### config.mk
export PLATFORM = sky130hd
export DESIGN_NAME = svarr_ctrl
export DESIGN_NICKNAME = d
export VERILOG_FILES = /design/src/svarr_pkg.sv /design/src/svarr_ctrl.sv
export SDC_FILE = /design/constraint.sdc
export NUM_CORES = 1
export LEC_CHECK = 0
export ABC_AREA = 1
export ABC_CLOCK_PERIOD_IN_PS = 8300
export BUFFER_PORTS_ARGS = -buffer_cell sky130_fd_sc_hd__buf_2
export CORE_MARGIN = 5
export CORE_UTILIZATION = 55
export CTS_BUF_LIST = sky130_fd_sc_hd__clkbuf_8
export DETAILED_ROUTE_END_ITERATION = 16
export HOLD_SLACK_MARGIN = 0.08
export PLACE_DENSITY = 0.93
export SKIP_LAST_GASP = 1
export SYNTH_ARGS = -nofsm -noshare
export SYNTH_HDL_FRONTEND = slang
export SYNTH_SLANG_ARGS = --single-unit
### constraint.sdc
create_clock -name clk -period 8.3 [get_ports clk]
set_input_delay 0.415 -clock clk [delete_from_list [all_inputs] [get_ports clk]]
set_output_delay 0.415 -clock clk [all_outputs]
set_load 0.05 [all_outputs]
### src/svarr_pkg.sv
// ---------------------------------------------------------------------------
// svarr_pkg: shared types and codes for the snapshot versioned array
// Request and result records, command codes and status codes.
// ---------------------------------------------------------------------------
package svarr_pkg;

	// command codes
	localparam logic [1:0] CMD_SET  = 2'd0;
	localparam logic [1:0] CMD_SNAP = 2'd1;
	localparam logic [1:0] CMD_GET  = 2'd2;

	// status codes
	localparam logic [1:0] STAT_OK   = 2'd0;
	localparam logic [1:0] STAT_FULL = 2'd1;
	localparam logic [1:0] STAT_SAT  = 2'd2;

	// one accepted request
	typedef struct packed {
		logic [1:0]  command;
		logic [9:0]  cell_index;
		logic [31:0] write_value;
		logic [15:0] query_snapshot;
	} req_t;

	// one result, strobed for a single cycle
	typedef struct packed {
		logic        valid;
		logic [31:0] value;
		logic [1:0]  status;
	} res_t;

endpackage

### src/svarr_ctrl.sv
// ---------------------------------------------------------------------------
// svarr_ctrl: command sequencer
// Holds the snapshot counter, reads a cell's count, then either checks the
// newest entry for a set or runs a binary search over the history for a get.
// ---------------------------------------------------------------------------
module svarr_ctrl #(
	parameter int ARRAY_LENGTH  = 1024,
	parameter int HISTORY_DEPTH = 16,
	parameter int SNAPSHOT_BITS = 16,
	parameter int CELL_W        = 10,
	parameter int CNT_W         = 5,
	parameter int ADDR_W        = 14,
	parameter int HE_W          = 48
) (
	input  logic              clk,
	input  logic              arst_n,
	input  logic              start,
	input  logic              clearing,
	input  svarr_pkg::req_t   req,
	output logic              busy,
	output svarr_pkg::res_t   res,
	output logic [CELL_W-1:0] cnt_rd_addr,
	input  logic [CNT_W-1:0]  cnt_rd_data,
	output logic              cnt_we,
	output logic [CELL_W-1:0] cnt_wr_addr,
	output logic [CNT_W-1:0]  cnt_wr_data,
	output logic              hist_rd_en,
	output logic [ADDR_W-1:0] hist_rd_addr,
	input  logic [HE_W-1:0]   hist_rd_data,
	output logic              hist_we,
	output logic [ADDR_W-1:0] hist_wr_addr,
	output logic [HE_W-1:0]   hist_wr_data
);

	localparam int H_W = (HISTORY_DEPTH > 1) ? $clog2(HISTORY_DEPTH) : 1;
	localparam logic [SNAPSHOT_BITS-1:0] SNAP_MAX = '1;
	localparam logic [CNT_W-1:0] DEPTH_CNT = CNT_W'(HISTORY_DEPTH);

	// sequencer states
	localparam logic [1:0] S_IDLE   = 2'd0;
	localparam logic [1:0] S_CNT    = 2'd1;
	localparam logic [1:0] S_SETCHK = 2'd2;
	localparam logic [1:0] S_SRCH   = 2'd3;

	logic [1:0]               state_q;
	logic [1:0]               cmd_q;
	logic [CELL_W-1:0]        cell_q;
	logic [31:0]              value_q;
	logic [15:0]              query_q;
	logic [CNT_W-1:0]         n_q;
	logic [CNT_W-1:0]         lo_q;
	logic [CNT_W-1:0]         hi_q;
	logic [H_W-1:0]           mid_q;
	logic [31:0]              best_q;
	logic [SNAPSHOT_BITS-1:0] cur_q;
	svarr_pkg::res_t          res_q;

	logic                     accept;
	logic                     in_range;
	logic [31:0]              cell_ext;
	logic [SNAPSHOT_BITS-1:0] rd_id;
	logic [31:0]              rd_val;
	logic                     id_le;
	logic                     id_hit;
	logic [CNT_W-1:0]         lo_nx;
	logic [CNT_W-1:0]         hi_nx;
	logic [H_W-1:0]           mid_nx;
	logic [H_W-1:0]           mid_first;
	logic [H_W-1:0]           k_rd;
	logic [H_W-1:0]           k_wr;
	logic                     set_full;

	assign busy   = clearing | (state_q != S_IDLE);
	assign accept = start & ~busy;
	assign res    = res_q;

	// cell address and range check
	assign cell_ext    = 32'(req.cell_index);
	assign in_range    = cell_ext < 32'(ARRAY_LENGTH);
	assign cnt_rd_addr = cell_ext[CELL_W-1:0];

	// history entry fields
	assign rd_id  = hist_rd_data[HE_W-1:32];
	assign rd_val = hist_rd_data[31:0];
	assign id_le  = 32'(rd_id) <= 32'(query_q);
	assign id_hit = rd_id == cur_q;

	// binary search step: keep [lo, hi) holding the answer boundary
	assign lo_nx     = id_le ? (CNT_W'(mid_q) + CNT_W'(1)) : lo_q;
	assign hi_nx     = id_le ? hi_q : CNT_W'(mid_q);
	assign mid_nx    = H_W'(({1'b0, lo_nx} + {1'b0, hi_nx}) >> 1);
	assign mid_first = H_W'({1'b0, cnt_rd_data} >> 1);

	// history read: newest entry for set, probe for get
	always_comb begin
		k_rd       = mid_nx;
		hist_rd_en = 1'b0;
		case (state_q)
			S_CNT: begin
				hist_rd_en = cnt_rd_data != '0;
				k_rd = (cmd_q == svarr_pkg::CMD_SET) ? H_W'(cnt_rd_data - CNT_W'(1))
				                                    : mid_first;
			end
			S_SRCH: begin
				hist_rd_en = lo_nx < hi_nx;
				k_rd       = mid_nx;
			end
			default: begin
				hist_rd_en = 1'b0;
			end
		endcase
	end
	assign hist_rd_addr = ADDR_W'(cell_q) * ADDR_W'(HISTORY_DEPTH) + ADDR_W'(k_rd);

	// history and count writes for set
	assign set_full = n_q >= DEPTH_CNT;
	always_comb begin
		hist_we     = 1'b0;
		cnt_we      = 1'b0;
		k_wr        = '0;
		cnt_wr_data = CNT_W'(1);
		case (state_q)
			S_CNT: begin
				if (cmd_q == svarr_pkg::CMD_SET && cnt_rd_data == '0) begin
					hist_we = 1'b1;
					cnt_we  = 1'b1;
				end
			end
			S_SETCHK: begin
				if (id_hit) begin
					hist_we = 1'b1;
					k_wr    = H_W'(n_q - CNT_W'(1));
				end else if (!set_full) begin
					hist_we     = 1'b1;
					cnt_we      = 1'b1;
					k_wr        = H_W'(n_q);
					cnt_wr_data = n_q + CNT_W'(1);
				end
			end
			default: begin
				hist_we = 1'b0;
			end
		endcase
	end
	assign cnt_wr_addr  = cell_q;
	assign hist_wr_addr = ADDR_W'(cell_q) * ADDR_W'(HISTORY_DEPTH) + ADDR_W'(k_wr);
	assign hist_wr_data = {cur_q, value_q};

	// request capture
	always_ff @(posedge clk) begin
		if (accept) begin
			cmd_q   <= req.command;
			cell_q  <= cell_ext[CELL_W-1:0];
			value_q <= req.write_value;
			query_q <= req.query_snapshot;
		end
	end

	// sequencer, snapshot counter and result register
	always_ff @(posedge clk or negedge arst_n) begin
		if (!arst_n) begin
			state_q <= S_IDLE;
			cur_q   <= '0;
			res_q   <= '0;
			n_q     <= '0;
			lo_q    <= '0;
			hi_q    <= '0;
			mid_q   <= '0;
			best_q  <= '0;
		end else begin
			case (state_q)
				S_IDLE: begin
					if (accept) begin
						if (req.command == svarr_pkg::CMD_SNAP) begin
							res_q <= '{valid: 1'b1, value: 32'(cur_q),
							           status: (cur_q == SNAP_MAX) ? svarr_pkg::STAT_SAT
							                                       : svarr_pkg::STAT_OK};
							if (cur_q != SNAP_MAX) begin
								cur_q <= cur_q + SNAPSHOT_BITS'(1);
							end
						end else if ((req.command == svarr_pkg::CMD_SET ||
						              req.command == svarr_pkg::CMD_GET) && in_range) begin
							res_q.valid <= 1'b0;
							state_q     <= S_CNT;
						end else begin
							res_q <= '{valid: 1'b1, value: 32'd0, status: svarr_pkg::STAT_OK};
						end
					end else begin
						res_q.valid <= 1'b0;
					end
				end
				S_CNT: begin
					n_q    <= cnt_rd_data;
					lo_q   <= '0;
					hi_q   <= cnt_rd_data;
					mid_q  <= mid_first;
					best_q <= 32'd0;
					if (cnt_rd_data == '0) begin
						res_q   <= '{valid: 1'b1, value: 32'd0, status: svarr_pkg::STAT_OK};
						state_q <= S_IDLE;
					end else if (cmd_q == svarr_pkg::CMD_SET) begin
						res_q.valid <= 1'b0;
						state_q     <= S_SETCHK;
					end else begin
						res_q.valid <= 1'b0;
						state_q     <= S_SRCH;
					end
				end
				S_SETCHK: begin
					res_q <= '{valid: 1'b1, value: 32'd0,
					           status: (!id_hit && set_full) ? svarr_pkg::STAT_FULL
					                                         : svarr_pkg::STAT_OK};
					state_q <= S_IDLE;
				end
				S_SRCH: begin
					lo_q  <= lo_nx;
					hi_q  <= hi_nx;
					mid_q <= mid_nx;
					if (id_le) begin
						best_q <= rd_val;
					end
					if (!(lo_nx < hi_nx)) begin
						res_q   <= '{valid: 1'b1, value: id_le ? rd_val : best_q,
						             status: svarr_pkg::STAT_OK};
						state_q <= S_IDLE;
					end else begin
						res_q.valid <= 1'b0;
					end
				end
				default: begin
					res_q.valid <= 1'b0;
					state_q     <= S_IDLE;
				end
			endcase
		end
	end

	// history writes come only from the set path
	assert property (@(posedge clk) disable iff (!arst_n)
		hist_we |-> (state_q == S_CNT || state_q == S_SETCHK))
		else $error("history write outside set path");

	// count never grows past the history depth
	assert property (@(posedge clk) disable iff (!arst_n)
		cnt_we |-> (cnt_wr_data <= DEPTH_CNT && cnt_wr_data != '0))
		else $error("history count out of range");

	// search window is never empty while probing
	assert property (@(posedge clk) disable iff (!arst_n)
		(state_q == S_SRCH) |-> (lo_q < hi_q && CNT_W'(mid_q) < hi_q))
		else $error("search window collapsed");

	// snapshot counter never moves backward
	assert property (@(posedge clk) disable iff (!arst_n)
		1'b1 |=> cur_q >= $past(cur_q))
		else $error("snapshot counter went backward");

	// no writes and no accepted requests while the count memory is being cleared
	assert property (@(posedge clk) disable iff (!arst_n)
		clearing |-> (!hist_we && !cnt_we && !accept))
		else $error("activity during clear sweep");

endmodule

==> Word level (Yosys, flattened, before mapping) <==
Index checks and enable logic that the tools add are counted.
{ "word_totals": {"reg_bits": 164, "latchBits": 0, "mem_bits_rw": 0, "romBits": 0, "in_bits": 117, "output_inout_bits": 140, "word_cells": 99, "mem_count": 0} }
{ "op_classes": {"addsub": 8, "multipliers": 0, "div": 0, "magnitude_cmp": 4, "n_eq_ne": 14, "n_shift": 0, "mux": 41, "bitwise_logic": 3, "reduce_logical": 15} }
{ "ops": {"columns": ["cell", "n"], "rows": [
  ["$pmux W35 S4", 1],
  ["$mux W34", 4],
  ["$pmux W32 S2", 1],
  ["$mux W35", 1],
  ["$mux W32", 1],
  ["$add A14 B4 Y14", 2],
  ["$mux W5", 5],
  ["$mux W4", 5],
  ["$pmux W5 S2", 2],
  ["$add A16 B1 Y16 const B", 1],
  ["$eq A16 B16 Y1", 1],
  ["$eq A16 B16 Y1 const B", 1],
  ["$le A16 B16 Y1", 1],
  ["$ne A16 B16 Y1 const B", 1],
  ["$mux W2", 6],
  ["$reduce_and A4 Y1", 3],
  ["$lt A10 B11 Y1 const B", 1],
  ["$mux W1", 10],
  ["$ne A2 B2 Y1 const B", 5],
  ["$pmux W2 S4", 1],
  ["$pmux W4 S2", 1],
  ["$sub A4 B1 Y4 const B", 2],
  ["$eq A2 B2 Y1 const B", 3],
  ["$logic_not A2 Y1", 3],
  ["17 further kinds", 23]
]} }

==> Longest topological paths before layout <==
{ "logic_depth": {"depth_word": 7, "ltp_mapped": 26, "ltp_nobuf": 25} }

==> Worst setup path after synthesis <==
OpenSTA, ideal clock, no wires.
{ "synth_path": {"path_type": "input port to output port", "start": "input port hist_rd_data[43]", "end": "output port hist_rd_addr[0]", "t_arrival_ns": 3.587, "t_required_ns": 7.885, "setup_slack_ns": 4.298, "path_stages": 13, "path_buffers": 2, "cell_sequence": "ha_1 -> nand2_1 -> inv_2 -> nand3_2 -> nor3_4 -> nand2_2 -> nand2_4 -> nand2_2 -> buf_4 -> buf_6 -> o21ai_0 -> fa_1 -> o21ai_0"} }
{ "synth_between": {"elab_chain_cells": 5, "elab_cells_between_ends": 6, "cone_classes": "2 x add/sub; 1 x order compare; 3 x mux"} }
{ "synth_lines": {"columns": ["element", "line", "text"], "rows": [
  ["from (decl)", "svarr_ctrl.sv:29", "input logic [HE_W-1:0] hist_rd_data,"],
  ["$le A16 B16 Y1 (*)", "svarr_ctrl.sv:85", "assign id_le = 32'(rd_id) <= 32'(query_q);"],
  ["$mux W5, on equally long branches", "svarr_ctrl.sv:89, svarr_ctrl.sv:90", null],
  ["$add A5 B5 Y5 (*)", "svarr_ctrl.sv:91", "assign mid_nx = H_W'(({1'b0, lo_nx} + {1'b0, hi_nx}) >> 1);"],
  ["$mux W4 (*)", "svarr_ctrl.sv:98", "case (state_q)"],
  ["$add A14 B4 Y14 (*)", "svarr_ctrl.sv:113", "assign hist_rd_addr = ADDR_W'(cell_q) * ADDR_W'(HISTORY_DEPTH) + ADDR_W'(k_rd);"],
  ["to (decl)", "svarr_ctrl.sv:28", "output logic [ADDR_W-1:0] hist_rd_addr,"]
]} }
Mark *: on every way between the ends. The rest lies on a longest branch, timed or not.

==> Worst setup path in the final report <==
{ "layout_path": {"start": "register query_q[11]", "end": "output port hist_rd_en"} }
{ "layout_between": {"elab_chain_cells": 4, "elab_cells_between_ends": 5, "cone_classes": "2 x order compare; 3 x mux"} }
{ "layout_lines": {"columns": ["element", "line", "text"], "rows": [
  ["from (decl)", "svarr_ctrl.sv:49", "logic [15:0] query_q;"],
  ["from (signal assigned)", "svarr_ctrl.sv:155", "query_q <= req.query_snapshot;"],
  ["$le A16 B16 Y1 (*)", "svarr_ctrl.sv:85", null],
  ["$mux W5, on equally long branches", "svarr_ctrl.sv:89, svarr_ctrl.sv:90", null],
  ["$lt A5 B5 Y1 (*)", "svarr_ctrl.sv:105", "hist_rd_en = lo_nx < hi_nx;"],
  ["$pmux W1 S2 (*)", "svarr_ctrl.sv:98", null],
  ["to (decl)", "svarr_ctrl.sv:27", "output logic hist_rd_en,"]
]} }
Marks and branches as above.

==> impl_metrics.ini <==
[routing]
route.detailed.vias_per_inst = 5.41
remaining_design_rule_violation_count = 0
drtPass1Iterations = 5
dr_total_vias = 7347
routed_wire_length_per_instance_um = 17.0
routed_wl_um = 23200
route.antenna.remaining_nets = 0
drt_first_iter_violations = 588

[yosys]
synth_top_area_cell = dfrtp_1
synthArstFlopShare_pct = 63.4
total_standard_cell_area_after_synthesis_um2 = 8490
synth.area.top_cells = dfrtp_1 (31%), edfxtp_1 (21%), nand2_1 (9.5%), inv_1 (5.3%), ha_1 (5.0%)
netlist.area_leader.share_pct = 30.7
ys_top_cells_by_count = nand2_1 (215), inv_1 (119), dfrtp_1 (104)
synth_nets = 1093
ys_seq_area_share_pct = 51.9
syn-instance-count = 941
syn-mean-instance-area_um2 = 9.02
number_of_enable_type_register_cells_in_the_synthesized_netlist = 60
postSynth.topFlopCell = dfrtp_1
post_synth_num_cell_types = 39
yosys.cell_count.top_type = nand2_1
flop_and_latch_count_out_of_synthesis = 164
synth-warning-count = 0

[grt]
combined_global_route_utilization_of_all_metal_layers_pct = 25.6
grt_first_pass_wirelength_um = 36300
grt_antenna_before_repair = 8
grt_pass1_vias = 7349
grt_total_ovfl = 0
grt_max_degree = 62

[power_and_ir_drop]
power.total_mw = 3.45
vdd.ir_drop.worst_v = 0.000195
leakage_nw = 5.17
powerDensity_nw_per_um2 = 342

[die]
initial_core_utilization_pct = 56.1
core.rowCount = 45
io_pins = 257
chipHeight_um = 134
design.core.area_um2 = 15100
die-area_um2 = 18000
floorplan.die.width_um = 134

[layout]
finish.net_count = 1304
area_growth_syn_to_layout_pct = 18.9
layout-drive-gt1-share_pct = 26.5

[sta]
timing.final.hold_violations = 0
worstMarginPinSlew_ps = 1030
setup_tns_ps = 0
layout_min_cycle_time_ps = 6120
setup-violations-final = 0
clock_skews_ps = 12.8
worst_max_slew_margin_expressed_relative_to_the_limit_pct = 30.8
period_share_pct = 73.7
fmax_mhz = 163
number_of_slew_limit_violations_in_the_final_report = 0
grt_setup_unrepaired = false

[clock_tree]
cts_max_level = 4
path_clk_slew_ps = 90
cts_root_buffer = clkbuf_8
cts_resized = 0
tritoncts.num_buffers = 17
tritoncts = done
clockBufferDepth = 2
cts_setup_buffers = 0
clk-insertion-delay-late_ps = 450
cts_sinks = 164
hold_buffers = 1

[placement]
place.port_buffers = 256
dp_hpwl_um = 17200
globalplace.congestion = 0.925

[worst_setup_path]
timing.critical_path.required_ps = 7890
critical_path_fanouts_max = 58
crit_arrival_ps = 5700
worst-setup-path-type = flop to output port
worst_setup_path_end_kind = output port
setup.worst_path.start_class = flop

[run]
drv_cap = 0

[min_path]
worstHoldPathType = input pin to flop

[outcome]
outcome = finished clean
-- critical path, cell delays in order, from the launching register on --
cell and delay [ps]:
edfxtp_1 360, inv_1 60, ha_1 300, nand2_1 70
inv_2 60, nand3_2 70, nor3_4 200, nand3_4 270
nand2_2 850, inv_1 290, or2_2 350, o21ai_0 140
inv_1 90, ha_1 390, inv_1 80, a21oi_1 130
nor2_1 50, a211oi_1 280, nand3_2 670, nand2_1 230
buf_2 290
-- report_power, final --
group | switching [mW] | internal (mW)
Sequential | 0.124 | 1.05
Clock | 0.289 | 0.385
Combinational | 1.21 | 0.396
-- flip-flops by register name, indices dropped and copies added (netlist names) --
register and count:
best_q 32, cmd_q 2, cnt_wr_addr 10, cur_q 16, hi_q 5, lo_q 5
mid_q 4, n_q 5, query_q 16, res 35, state_q 2, value_q 32
-- final timing paths --
check	start	endpoint	slack (ps)	cells after the start
max	query_q[11]$_DFFE_PP_	hist_rd_en	2180	20
min	req[23]	value_q[7]$_DFFE_PP_	130	1
max reg2reg	query_q[11]$_DFFE_PP_	res[18]$_DFFE_PN0P_	2490	21
min reg2reg	res[14]$_DFFE_PN0P_	res[14]$_DFFE_PN0P_	470	2
max in group asynchronous	arst_n	cur_q[9]$_DFFE_PN0P_	6670	3
min in group asynchronous	arst_n	n_q[3]$_DFFE_PN0P_	520	2
-- metal layers --
metal	share of wire, %	GRT usage, %
met2	50	43.6
met4	3.6	12.7
met1	37	29.9
met5	0.056	0
met3	9.7	7.16
-- cell type report --
| type | count | area [µm²] |
|---|---|---|
| diodes | 7 | 17.5 |
| well taps | 188 | 235 |
| flip-flops and latches | 164 | 4400 |
| clock buffers | 17 | 234 |
| repair buffers | 263 | 1340 |
| inverters | 120 | 450 |
| multi-input cells | 586 | 3180 |
| clock inverters | 14 | 236 |
| fillers | 1186 | 5050 |
-- placed cells by master (no fill, tap or decap), drive strengths merged, types with 2 or more instances in the layout --
cell type  netlist  routed
a22o             3       3
clkinv           0       4
buf             46     262
nand2          219     219
bufinv           0       6
ha              34      34
diode            0       7
xnor2           15      15
edfxtp          60      60
or2              5       5
o211ai           7       7
xor2            19      19
a21oi           16      16
dfrtp          104     104
o22ai            3       3
nor2            46      46
inv            120     121
nor4             4       4
nand4           39      39
nand3           74      74
clkinvlp         0       3
nor3             6       6
o21ai           85      85
nand3b           2       2
o31ai            2       2
clkbuf          25      17
-- through the flow --
step           setup slack, ps  util [%]  hold slack, ps  instances  cell area (µm²)
3_3_place_gp              2640      63.4             450       1320             9600
2_1_floorplan             4300         -             119        941             8490
5_1_grt                   1600      66.6             101       1359            10100
6_report                  2180      66.6             132       1359            10100
4_1_cts                   2210      66.5             105       1352            10100
3_5_place_dp              2430      63.4             454       1320             9600
-- cells by family (layout without fill, tap and decap cells) --
| family | after synthesis | in the layout | share of synthesized area (%) |
|---|---|---|---|
| compound gates | 122 | 122 | 7.83 |
| xor+xnor | 34 | 34 | 3.51 |
| fa+ha+maj | 35 | 35 | 5.25 |
| buf+inv | 191 | 414 | 10.7 |
| flops | 164 | 164 | 51.9 |
| other cells | 0 | 7 | 0 |
| simple gates | 395 | 395 | 20.8 |
(Power assumes the default switching activity.)
